==> config.mk <==
export PLATFORM = sky130hd
export DESIGN_NAME = c_integer_literal_scanner
export DESIGN_NICKNAME = d
export VERILOG_FILES = /design/src/sv/cils_pkg.sv /design/src/sv/cils_front.sv /design/src/sv/cils_queue.sv /design/src/sv/cils_back.sv /design/src/sv/c_integer_literal_scanner.sv
export SDC_FILE = /design/constraint.sdc
export NUM_CORES = 1
export LEC_CHECK = 0
export ABC_AREA = 1
export ABC_CLOCK_PERIOD_IN_PS = 8990
export BUFFER_PORTS_ARGS = -buffer_cell sky130_fd_sc_hd__buf_2
export CORE_MARGIN = 2
export CORE_UTILIZATION = 50
export DETAILED_ROUTE_END_ITERATION = 8
export PLACE_DENSITY = 0.63
export SLEW_MARGIN = 40
export SYNTH_ARGS = -nofsm -noshare
export SYNTH_HDL_FRONTEND = slang
export SYNTH_SLANG_ARGS = --single-unit
==> constraint.sdc <==
create_clock -name clk_i -period 8.99 [get_ports clk_i]
set_clock_uncertainty 0.05 [all_clocks]
set_input_delay 1.798 -clock clk_i [delete_from_list [all_inputs] [get_ports clk_i]]
set_output_delay 1.798 -clock clk_i [all_outputs]
set_load 0.02 [all_outputs]
==> src/sv/cils_pkg.sv <==
package cils_pkg;

  localparam int unsigned QDepth = 4;
  localparam int unsigned QPtrW  = $clog2(QDepth);
  localparam int unsigned QCntW  = $clog2(QDepth + 1);

  // suffix flag bits
  localparam logic [2:0] SfU  = 3'b001;
  localparam logic [2:0] SfL  = 3'b010;
  localparam logic [2:0] SfLl = 3'b100;

  // result type codes
  localparam logic [2:0] TyInt   = 3'd0;
  localparam logic [2:0] TyUint  = 3'd1;
  localparam logic [2:0] TyLong  = 3'd2;
  localparam logic [2:0] TyUlong = 3'd3;
  localparam logic [2:0] TyLl    = 3'd4;
  localparam logic [2:0] TyUll   = 3'd5;

  typedef struct packed {
    logic        found;
    logic [5:0]  length;
    logic [63:0] value;
    logic [2:0]  sflags;
    logic        wrap;
    logic        too_long;
  } scan_rec_t;

endpackage

==> src/sv/cils_front.sv <==
module cils_front import cils_pkg::*; #(
  parameter int unsigned LEN_CAP = 63
) (
  input  logic       clk_i,
  input  logic       rst_ni,
  input  logic       in_valid_i,
  output logic       in_stall_o,
  input  logic [7:0] ch_i,
  input  logic       start_req_i,
  input  logic       space_i,
  output logic [1:0] push_cnt_o,
  output scan_rec_t  push_rec0_o,
  output scan_rec_t  push_rec1_o
);

  localparam logic [3:0] PhIdle   = 4'd0;
  localparam logic [3:0] PhZero   = 4'd1;
  localparam logic [3:0] PhHexpre = 4'd2;
  localparam logic [3:0] PhHex    = 4'd3;
  localparam logic [3:0] PhOct    = 4'd4;
  localparam logic [3:0] PhDec    = 4'd5;
  localparam logic [3:0] PhU      = 4'd6;
  localparam logic [3:0] PhUl     = 4'd7;
  localparam logic [3:0] PhL      = 4'd8;
  localparam logic [3:0] PhLl     = 4'd9;
  localparam logic [3:0] PhEnd    = 4'd10;

  localparam logic [5:0] Cap = 6'(LEN_CAP);

  logic [3:0]  phase_q, phase_d;
  logic [63:0] acc_q, acc_d;
  logic [5:0]  count_q, count_d;
  logic [2:0]  sf_q, sf_d;
  logic        wrap_q, wrap_d;

  logic        fire;
  logic        is_oct, is_dec, is_hex, is_u, is_l, is_x, body;
  logic [3:0]  hex_v;
  logic [67:0] dec_sum;
  logic        ext_ok;
  logic [3:0]  phase_x;
  logic [63:0] acc_x;
  logic [2:0]  sf_x;
  logic        wrap_x;
  scan_rec_t   cur_rec;
  logic [1:0]  n;

  assign in_stall_o = !space_i;
  assign fire       = in_valid_i && space_i;

  always_comb begin
    is_oct = ch_i inside {[8'd48:8'd55]};
    is_dec = ch_i inside {[8'd48:8'd57]};
    is_u   = (ch_i == "u") || (ch_i == "U");
    is_l   = (ch_i == "l") || (ch_i == "L");
    is_x   = (ch_i == "x") || (ch_i == "X");
    is_hex = 1'b1;
    hex_v  = ch_i[3:0];
    if (ch_i inside {[8'd65:8'd70]}) begin
      hex_v = 4'(ch_i - 8'd55);
    end else if (ch_i inside {[8'd97:8'd102]}) begin
      hex_v = 4'(ch_i - 8'd87);
    end else if (!is_dec) begin
      is_hex = 1'b0;
    end
    body = (phase_q == PhZero) || (phase_q == PhOct) || (phase_q == PhDec) ||
           (phase_q == PhHex);
  end

  assign dec_sum = {1'b0, acc_q, 3'b000} + {3'b000, acc_q, 1'b0} + {64'd0, ch_i[3:0]};

  always_comb begin
    ext_ok  = 1'b1;
    phase_x = phase_q;
    acc_x   = acc_q;
    sf_x    = sf_q;
    wrap_x  = wrap_q;
    if (phase_q == PhZero && is_x) begin
      phase_x = PhHexpre;
    end else if ((phase_q == PhZero || phase_q == PhOct) && is_oct) begin
      acc_x   = {acc_q[60:0], ch_i[2:0]};
      wrap_x  = wrap_q | (|acc_q[63:61]);
      phase_x = PhOct;
    end else if (phase_q == PhDec && is_dec) begin
      acc_x  = dec_sum[63:0];
      wrap_x = wrap_q | (|dec_sum[67:64]);
    end else if ((phase_q == PhHexpre || phase_q == PhHex) && is_hex) begin
      acc_x   = {acc_q[59:0], hex_v};
      wrap_x  = wrap_q | (|acc_q[63:60]);
      phase_x = PhHex;
    end else if (body && is_u) begin
      sf_x    = SfU;
      phase_x = PhU;
    end else if (body && is_l) begin
      sf_x    = SfL;
      phase_x = PhL;
    end else if (phase_q == PhU && is_l) begin
      sf_x    = SfU | SfL;
      phase_x = PhUl;
    end else if (phase_q == PhUl && is_l) begin
      sf_x    = SfU | SfLl;
      phase_x = PhEnd;
    end else if (phase_q == PhL && is_l) begin
      sf_x    = SfLl;
      phase_x = PhLl;
    end else if (phase_q == PhLl && is_u) begin
      sf_x    = SfLl | SfU;
      phase_x = PhEnd;
    end else begin
      ext_ok = 1'b0;
    end
  end

  always_comb begin
    cur_rec.found    = 1'b1;
    cur_rec.length   = count_q;
    cur_rec.value    = acc_q;
    cur_rec.sflags   = sf_q;
    cur_rec.wrap     = wrap_q;
    cur_rec.too_long = (count_q >= Cap);
  end

  always_comb begin
    phase_d     = phase_q;
    acc_d       = acc_q;
    count_d     = count_q;
    sf_d        = sf_q;
    wrap_d      = wrap_q;
    n           = 2'd0;
    push_rec0_o = '0;
    // a second record in one transaction is always a failed start
    push_rec1_o = '0;
    if (fire) begin
      if (phase_q != PhIdle) begin
        if (!start_req_i && ext_ok) begin
          phase_d = phase_x;
          acc_d   = acc_x;
          sf_d    = sf_x;
          wrap_d  = wrap_x;
          count_d = (count_q < Cap) ? count_q + 6'd1 : count_q;
        end else begin
          if (phase_q != PhHexpre) begin
            push_rec0_o = cur_rec;
          end
          n       = 2'd1;
          phase_d = PhIdle;
          acc_d   = '0;
          count_d = '0;
          sf_d    = '0;
          wrap_d  = 1'b0;
        end
      end
      if (start_req_i) begin
        if (ch_i inside {[8'd49:8'd57]}) begin
          phase_d = PhDec;
          acc_d   = {60'd0, ch_i[3:0]};
          count_d = 6'd1;
        end else if (ch_i == 8'd48) begin
          phase_d = PhZero;
          count_d = 6'd1;
        end else begin
          n = n + 2'd1;
        end
      end
    end
  end

  assign push_cnt_o = n;

  always_ff @(posedge clk_i or negedge rst_ni) begin
    if (!rst_ni) begin
      phase_q <= PhIdle;
      acc_q   <= '0;
      count_q <= '0;
      sf_q    <= '0;
      wrap_q  <= 1'b0;
    end else begin
      phase_q <= phase_d;
      acc_q   <= acc_d;
      count_q <= count_d;
      sf_q    <= sf_d;
      wrap_q  <= wrap_d;
    end
  end

endmodule

==> src/sv/cils_queue.sv <==
module cils_queue import cils_pkg::*; (
  input  logic      clk_i,
  input  logic      rst_ni,
  input  logic [1:0] push_cnt_i,
  input  scan_rec_t push_rec0_i,
  input  scan_rec_t push_rec1_i,
  output logic      space_o,
  output logic      head_valid_o,
  output scan_rec_t head_o,
  input  logic      pop_i
);

  scan_rec_t        rec_q [QDepth];
  logic [QPtrW-1:0] wr_ptr_q, wr_ptr_d, rd_ptr_q, rd_ptr_d;
  logic [QCntW-1:0] count_q, count_d;
  logic             do_pop;

  assign space_o      = (count_q <= QCntW'(QDepth - 2));
  assign head_valid_o = (count_q != '0);
  assign head_o       = rec_q[rd_ptr_q];
  assign do_pop       = pop_i && head_valid_o;

  always_comb begin
    wr_ptr_d = wr_ptr_q + QPtrW'(push_cnt_i);
    rd_ptr_d = rd_ptr_q + QPtrW'(do_pop);
    count_d  = count_q + QCntW'(push_cnt_i) - QCntW'(do_pop);
  end

  always_ff @(posedge clk_i) begin
    if (push_cnt_i != 2'd0) begin
      rec_q[wr_ptr_q] <= push_rec0_i;
    end
    if (push_cnt_i == 2'd2) begin
      rec_q[wr_ptr_q + QPtrW'(1)] <= push_rec1_i;
    end
  end

  always_ff @(posedge clk_i or negedge rst_ni) begin
    if (!rst_ni) begin
      wr_ptr_q <= '0;
      rd_ptr_q <= '0;
      count_q  <= '0;
    end else begin
      wr_ptr_q <= wr_ptr_d;
      rd_ptr_q <= rd_ptr_d;
      count_q  <= count_d;
    end
  end

endmodule

==> src/sv/cils_back.sv <==
module cils_back import cils_pkg::*; (
  input  logic        clk_i,
  input  logic        rst_ni,
  input  logic        cfg_we_i,
  input  logic        cfg_wdata_i,
  input  logic        head_valid_i,
  input  scan_rec_t   head_i,
  output logic        pop_o,
  output logic        out_valid_o,
  input  logic        out_stall_i,
  output logic        found_o,
  output logic [5:0]  length_o,
  output logic [63:0] value_o,
  output logic [2:0]  type_code_o,
  output logic        overflowed_o,
  output logic        too_long_o
);

  logic        wide_q;
  logic        valid_q;
  logic        found_q, ovf_q, tl_q;
  logic [5:0]  len_q;
  logic [63:0] val_q;
  logic [2:0]  ty_q, ty_d;
  logic        fits_int, fits_uint, fits_long, fits_ulong;
  logic        load;

  always_comb begin
    fits_int   = (head_i.value[63:31] == '0);
    fits_uint  = (head_i.value[63:32] == '0);
    fits_long  = wide_q ? !head_i.value[63] : fits_int;
    fits_ulong = wide_q ? 1'b1 : fits_uint;
    if ((head_i.sflags & SfLl) != '0) begin
      ty_d = ((head_i.sflags & SfU) != '0) ? TyUll : TyLl;
    end else if ((head_i.sflags & SfL) != '0) begin
      if ((head_i.sflags & SfU) != '0) begin
        ty_d = fits_ulong ? TyUlong : TyUll;
      end else begin
        ty_d = fits_long ? TyLong : TyLl;
      end
    end else if ((head_i.sflags & SfU) != '0) begin
      ty_d = fits_uint ? TyUint : (fits_ulong ? TyUlong : TyUll);
    end else begin
      ty_d = fits_int ? TyInt : (fits_long ? TyLong : TyLl);
    end
    // failed scans report every field as zero
    if (!head_i.found) begin
      ty_d = TyInt;
    end
  end

  assign load  = head_valid_i && (!valid_q || !out_stall_i);
  assign pop_o = load;

  always_ff @(posedge clk_i) begin
    if (load) begin
      found_q <= head_i.found;
      len_q   <= head_i.length;
      val_q   <= head_i.value;
      ty_q    <= ty_d;
      ovf_q   <= head_i.wrap;
      tl_q    <= head_i.too_long;
    end
  end

  always_ff @(posedge clk_i or negedge rst_ni) begin
    if (!rst_ni) begin
      valid_q <= 1'b0;
      wide_q  <= 1'b1;
    end else begin
      if (load) begin
        valid_q <= 1'b1;
      end else if (!out_stall_i) begin
        valid_q <= 1'b0;
      end
      if (cfg_we_i) begin
        wide_q <= cfg_wdata_i;
      end
    end
  end

  assign out_valid_o  = valid_q;
  assign found_o      = found_q;
  assign length_o     = len_q;
  assign value_o      = val_q;
  assign type_code_o  = ty_q;
  assign overflowed_o = ovf_q;
  assign too_long_o   = tl_q;

endmodule

==> src/sv/c_integer_literal_scanner.sv <==
// results pass through the queue and are then loaded into the output register
// throughput: one character per cycle while in_stall_o is low; a character
//   that closes one scan and fails a new start queues two results, drained
//   one per cycle by the back end while out_stall_i is low
// reset: scanner idle, queue empty, output invalid, long_is_wide set to 1
module c_integer_literal_scanner import cils_pkg::*; #(
  parameter int unsigned MAX_LENGTH = 63
) (
  input  logic        clk_i,
  input  logic        rst_ni,
  input  logic        cfg_we_i,
  input  logic        cfg_wdata_i,
  input  logic        in_valid_i,
  output logic        in_stall_o,
  input  logic [7:0]  ch_i,
  input  logic        start_req_i,
  output logic        out_valid_o,
  input  logic        out_stall_i,
  output logic        found_o,
  output logic [5:0]  length_o,
  output logic [63:0] value_o,
  output logic [2:0]  type_code_o,
  output logic        overflowed_o,
  output logic        too_long_o
);

  localparam int unsigned LenCap = (MAX_LENGTH < 63) ? MAX_LENGTH : 63;

  logic [1:0] push_cnt;
  logic       q_space;
  scan_rec_t  rec0, rec1, head;
  logic       head_valid, pop;

  cils_front #(
    .LEN_CAP(LenCap)
  ) u_front (
    .clk_i       (clk_i),
    .rst_ni      (rst_ni),
    .in_valid_i  (in_valid_i),
    .in_stall_o  (in_stall_o),
    .ch_i        (ch_i),
    .start_req_i (start_req_i),
    .space_i     (q_space),
    .push_cnt_o  (push_cnt),
    .push_rec0_o (rec0),
    .push_rec1_o (rec1)
  );

  cils_queue u_queue (
    .clk_i        (clk_i),
    .rst_ni       (rst_ni),
    .push_cnt_i   (push_cnt),
    .push_rec0_i  (rec0),
    .push_rec1_i  (rec1),
    .space_o      (q_space),
    .head_valid_o (head_valid),
    .head_o       (head),
    .pop_i        (pop)
  );

  cils_back u_back (
    .clk_i        (clk_i),
    .rst_ni       (rst_ni),
    .cfg_we_i     (cfg_we_i),
    .cfg_wdata_i  (cfg_wdata_i),
    .head_valid_i (head_valid),
    .head_i       (head),
    .pop_o        (pop),
    .out_valid_o  (out_valid_o),
    .out_stall_i  (out_stall_i),
    .found_o      (found_o),
    .length_o     (length_o),
    .value_o      (value_o),
    .type_code_o  (type_code_o),
    .overflowed_o (overflowed_o),
    .too_long_o   (too_long_o)
  );

endmodule
Word-level counts from Yosys, hierarchy flattened
Memory sizes are Yosys's and may differ from the RTL's.
Cells that the tools add are included.
- register bits after elaboration: 163
- latch bits: 0
- memory bits (writable): 304
- memory bits (read-only): 0
- bits of input ports: 15
- output and inout bits: 78
- word-level logic and storage cells: 197
- memories kept: 1
- add/subtract/negate cells: 11
- $mul: 0
- divide/modulo/power cells: 0
- order comparisons: 11
- equal/unequal tests: 25
- shift operators: 0
- muxes and demuxes: 88
- bitwise gates (word level): 3
- reduce and logical (&&, ||, !) cells: 42
- memory list (memory ; depth ; width ; rd ports ; clocked after memory_dff ; wr ports ; RTL line ; RTL):
    u_queue.rec_q ; 4 ; 76 ; 1 ; 0 ; 2 ; cils_queue.sv:13 ; scan_rec_t rec_q [QDepth];
- operators with widths (kind ; number):
    $mux W64 ; 8
    $mux W76 ; 4
    $add A67 B65 Y68 ; 1
    $add A68 B4 Y68 ; 1
    $mux W4 ; 17
    $mux W3 ; 19
    $eq A8 B7 Y1 const B ; 6
    $mux W6 ; 6
    $logic_not A33 Y1 ; 1
    $logic_not A32 Y1 ; 1
    $mux W1 ; 28
    $logic_and A1 B1 Y1 ; 19
    $eq A4 B3 Y1 const B ; 4
    $ge A8 B6 Y1 const B ; 2
    $ge A8 B7 Y1 const B ; 2
    $le A8 B6 Y1 const B ; 2
    $le A8 B7 Y1 const B ; 2
    $mux W2 ; 6
    $eq A4 B2 Y1 const B ; 2
    $eq A4 B4 Y1 const B ; 2
    $eq A8 B6 Y1 const B ; 1
    $logic_or A1 B1 Y1 ; 8
    $ne A2 B2 Y1 const B ; 4
    $reduce_or A4 Y1 ; 2
    other kinds (24) ; 32

Longest topological paths before layout
- word-level depth: 25
- gate-level depth with buffers: 25
- depth with buffers taken out: 24

Cells and area by module
Synthesis repeated with hierarchy kept, for this count alone.
- cells, all modules: 4543
- area total of the unflattened synthesis: 32725.1 um2
- by module, submodules not included (module ; instances ; cells each ; area each (um2) ; seq. area each (um2)):
    cils_queue ; 1 ; 1621 ; 15160.8 ; 9303.9
    cils_front ; 1 ; 2782 ; 14964.4 ; 1951.9
    cils_back ; 1 ; 140 ; 2600.0 ; 2333.5

Worst setup path after synthesis
OpenSTA, ideal clock, no wires.
- path kind: input to register
- start point: in out_stall_i
- end point: reg u_queue.count_q[2]
- library setup time: 0.079 ns
- data arrival time: 9.139 ns
- required time: 8.861 ns
- path slack: -0.278 ns
- stages: 8
- buffers on the path: 0
- cell sequence: nand2_1 > a21boi_0 > ha_1 > inv_1 > ha_1 > fa_1 > xnor2_1 > xor2_1
- word-level cells in the longest chain between the ends: 5
- RTL lines (element ; RTL line ; RTL):
    start, declared ; c_integer_literal_scanner.sv:18 ; input logic out_stall_i,
    $logic_not A1 Y1 ; cils_back.sv:52 ; assign load = head_valid_i && (!valid_q || !out_stall_i);
    $logic_or A1 B1 Y1 ; cils_back.sv:52 ;
    $logic_and A1 B1 Y1 ; cils_back.sv:52 ;
    net pop ; c_integer_literal_scanner.sv:32 ; logic head_valid, pop;
    $logic_and A1 B1 Y1 ; cils_queue.sv:21 ; assign do_pop = pop_i && head_valid_o;
    $sub A3 B1 Y3 ; cils_queue.sv:26 ; count_d = count_q + QCntW'(push_cnt_i) - QCntW'(do_pop);
    net u_queue.count_d[2] ; cils_queue.sv:15 ; logic [QCntW-1:0] count_q, count_d;
    end signal, assigned ; cils_queue.sv:46 ; count_q <= count_d;
    end, declared ; cils_queue.sv:15 ;
The timed path passes the listed nets, and every way through them passes these cells.
A chain may end at the register's enable or synchronous reset.

==> metrics.md <==
| Metric | Value |
|---|---|
| Total global routing overflow | 0 |
| Clk slew on worst S/H paths | about 0.060 ns |
| Worst Path Required | 9.43 ns |
| PwrDens | 342 mW/mm2 |
| # diodes | 0 |
| Post-synthesis instance area | 0.0313 mm2 |
| Total iterations of the first detailed-routing run | 5 |
| Register area share after synthesis | 33.7% |
| Worst Tran Pin Value | slightly below 0.9 ns |
| Final Slew Violations | 0 |
| Outcome | finished clean |
| Clk sinks | around 470 |
| Fillers | 6397 |
| Ys flop type | dfxtp_1 |
| Via count | 31.6k |
| Total CTS buffers | 50 |
| Cell taking the most area after synthesis | dfxtp_1 |
| Fraction of layout cells with a size suffix above 1 | 5.70% |
| CP startpoint kind | input port |
| Critical Path, Cell by Cell | buf_2 > inv_1 > ha_1 > inv_1 > nor2_1 > nand2_1 > inv_1 > nor2_1 > nand2_1 > nand3_1 > nand2_2 > buf_4 > nand2_1 > nand2_4 > nand2_2 > inv_1 > ha_1 > nand3_1 > nand2_8 > buf_16 > buf_4 > nand3_1 > nand2_1 > nor2_1 |
| Asr flop ratio synth | 18.6% |
| Top-area cell type share of the netlist area | approximately 19% |
| Top Family by Delay on Critical Path | simple AND/OR/NAND/NOR gates |
| Syn_nets | 5140 |
| Total track usage | 31.4% |
| CP Capture Type | register |
| Syn Area/Cell | 6.28 um2 |
| Avg WL per Cell | around 18 um |
| RSZ-0062 raised after global routing | false |
| Synth area leaders | dfxtp_1 19%, nand2_1 18%, a21oi_1 7.5%, edfxtp_1 7.3%, nand3_1 7.2% |
| Final Setup Violations | 0 |
| Setup TNS | 0 ns |
| Drc violations | 0 |
| Final #Nets | 5048 |
| CP arrival | between 6 and 7 ns |
| Area grow syn2layout | 7.45% |
| CTS resizes | 0 |
| Critical path peak fanout | 98 |
| CP max-delay cell | buf_4 |
| Final worst slack | 2.72 ns |
| Place WS | approximately 1.9 ns |
| # H-tree levels | 2 |
| Netlist cell types | 54 |
| Starting Density | 50.7% |
| Hold crit path type | register to register |
| FP Rows | 91 |
| CTS root buf | clkbuf_16 |
| Post-CTS Setup Bufs | 0 |
| Count leader, synth | nand2_1 |
| Leakage power | 17.6 nW |
| RD Place Congestion | 0.997 |
| #FFs+latches synth | 467 |
| Hold Vio Cnt, Final | 0 |
| Max_slew headroom | 41.3% |
| Die area | 0.0647 mm2 |
| Synth warn | 0 |
| Hold-fix buffers, CTS | 0 |
| Buf/Inv on CP | 8 |
| Placed cell count | roughly 5.7k |
| Max_cap viols | 0 |
| Final Cycle Share | 69.7% |
| DP HPWL | just under 70000 um |
| # port buffers | 92 |
| Clock Path Buffers | 3 |
| Max Freq | 160 MHz |
| Slowest Stage Delay on Critical Path | approximately 0.66 ns |
| Cells after synthesis | 4984 |
| Initial antenna violation count | 2 |
| First-pass GRT wire length | 161000 um |
| WL final | ~100000 um |
| Largest net degree at the start of global routing | 144 |
| Core area | 0.0618 mm2 |
| Final min period | approximately 6.3 ns |
| Vias in the first global route | 28.8k |
| DRT antenna net count | 0 |
| CTS tree | yes |
| Crit path kind | input port to register |
| Die X | 254 um |
| Peak supply drop | 0.000221 V |
| Vias per cell | 5.48 |
| Number of flops mapped to enable cells by yosys | 76 |
| Initial DRC Count | 3031 |
| Worst-Skew Late Latency | a little under 0.6 ns |
| Synth top cells by count | 1539 x nand2_1, 581 x inv_1, 549 x nor2_1 |
| IO Pins | 93 |
| Layout Cells excl Fill | 5771 |
| Die height | roughly 250 um |
[worst paths after layout]
kind,cells after the start,to,start,slack (ns)
setup / recovery,24,u_queue.rec_q[1][73],ch_i[0],2.72
hold / removal,2,u_queue.rec_q[2][30],u_queue.rec_q[2][30],0.41
setup reg to reg,23,u_queue.rec_q[1][73],u_front.phase_q[3],3.62
hold reg to reg,2,u_queue.rec_q[2][30],u_queue.rec_q[2][30],0.41
max in group asynchronous,2,u_front.acc_q[52],rst_ni,6.81
min in group asynchronous,1,u_front.acc_q[9],rst_ni,1.06
[final cells by class]
cell class	instances	area [um2]	share of cell area, %
Timing Repair Buffer	129	822	2.44
Multi-Input combinational cell	3651	17200	51.2
Sequential cell	467	10600	31.4
Tap cell	837	1050	3.11
Clock inverter	32	394	1.17
Inverter	593	2240	6.67
Clock buffer	62	1350	4.00
[cells in the final DEF (no fill, tap or decap), types with 5 or more instances in the layout]
cell type  synthesis  routed
o21bai_1           5       5
o22ai_1           48      48
a21oi_1          470     470
nor2_4             1       5
clkinv_2           0      17
nor2_2            16      15
bufinv_16          0       8
ha_1             138     138
xnor2_1            7       7
inv_1            581     578
buf_4              8      30
dfxtp_1          304     304
nand3_1          450     449
dfrtp_1           86      84
clkbuf_16          0      51
nand2_2           13      16
nand3b_1           5       5
o2111ai_1          6       6
buf_2             77      91
nand2_1         1539    1535
a21boi_1          38      38
or2_2              7       7
xor2_1             6       6
o21ai_0          269     269
o31ai_1            7       7
nor3_1            27      27
nand4_1           15      15
edfxtp_1          76      76
inv_2              7       8
nor2_1           549     546
clkbuf_1         132       8
[power by group]
part / switching [mW] / internal (mW) / leakage (nW)
clock: 0.911 / 1.30 / 0.870
sequential: 0.709 / 3.12 / 4.44
combinational: 3.80 / 1.66 / 12.3
[worst register-to-register path, stage by stage, from the launching register on]
cell     delay [ns]
dfrtp_1        0.42
nor2_1         0.27
inv_2          0.11
nor2_2         0.17
nor2_4         0.07
nor2_8         0.49
inv_6          0.39
nand3_2        0.23
nor2_2         0.06
nand2_1        0.10
nand2_4        0.27
nand2_2        0.28
inv_1          0.09
ha_1           0.28
or2_1          0.09
nand2_1        0.07
inv_2          0.08
nand2_2        0.09
nand2_8        0.25
buf_16         0.36
buf_4          0.74
nand3_1        0.17
nand2_1        0.10
nor2_1         0.05
[stage by stage]
step	hold WS [ns]	util [%]	cell area (um2)	power [mW]
3_5_place_dp	0.399	51.5	31900	9.21
6_report	0.408	54.4	33700	11.5
2_1_floorplan	0.386	-	31300	7.68
3_3_place_gp	0.394	51.5	31800	9.14
4_1_cts	0.408	54.3	33600	11.4
5_1_grt	0.421	54.4	33700	12.4
[cells by family (layout without fill, tap and decap cells)]
kind of cell | count (synthesis) | after routing | share of synthesized area [%]
buffers and inverters | 866 | 816 | 11.4
and+or+nand+nor | 2634 | 2634 | 34.2
adders and majority gates | 141 | 141 | 5.70
DFF | 467 | 467 | 33.7
xor gates and xnor gates | 13 | 13 | 0.364
AOI/OAI and AO/OA | 863 | 863 | 14.6
[state kept, by name, summed over array words and instances, names as in the netlist, 2 cells and up]
name and cells:
u_front.acc_q 64, u_front.sf_q 3, u_front.phase_q 4, u_queue.count_q 3
u_queue.rec_q 304, u_queue.wr_ptr_q 2, u_front.count_q 6, u_back.length_o 6
u_back.value_o 64, u_back.type_code_o 3, u_queue.rd_ptr_q 2
[routing by layer]
| layer | global-route usage, % | vias up | routed length [um] |
|---|---|---|---|
| met5 | 0 | - | 22 |
| met3 | 3.32 | 130 | 7440 |
| met1 | 45.1 | 14600 | 47000 |
| met4 | 7.41 | 4 | 2060 |
| li1 | - | 15700 | - |
| met2 | 50.5 | 1124 | 45900 |
(Power assumes the default switching activity.)
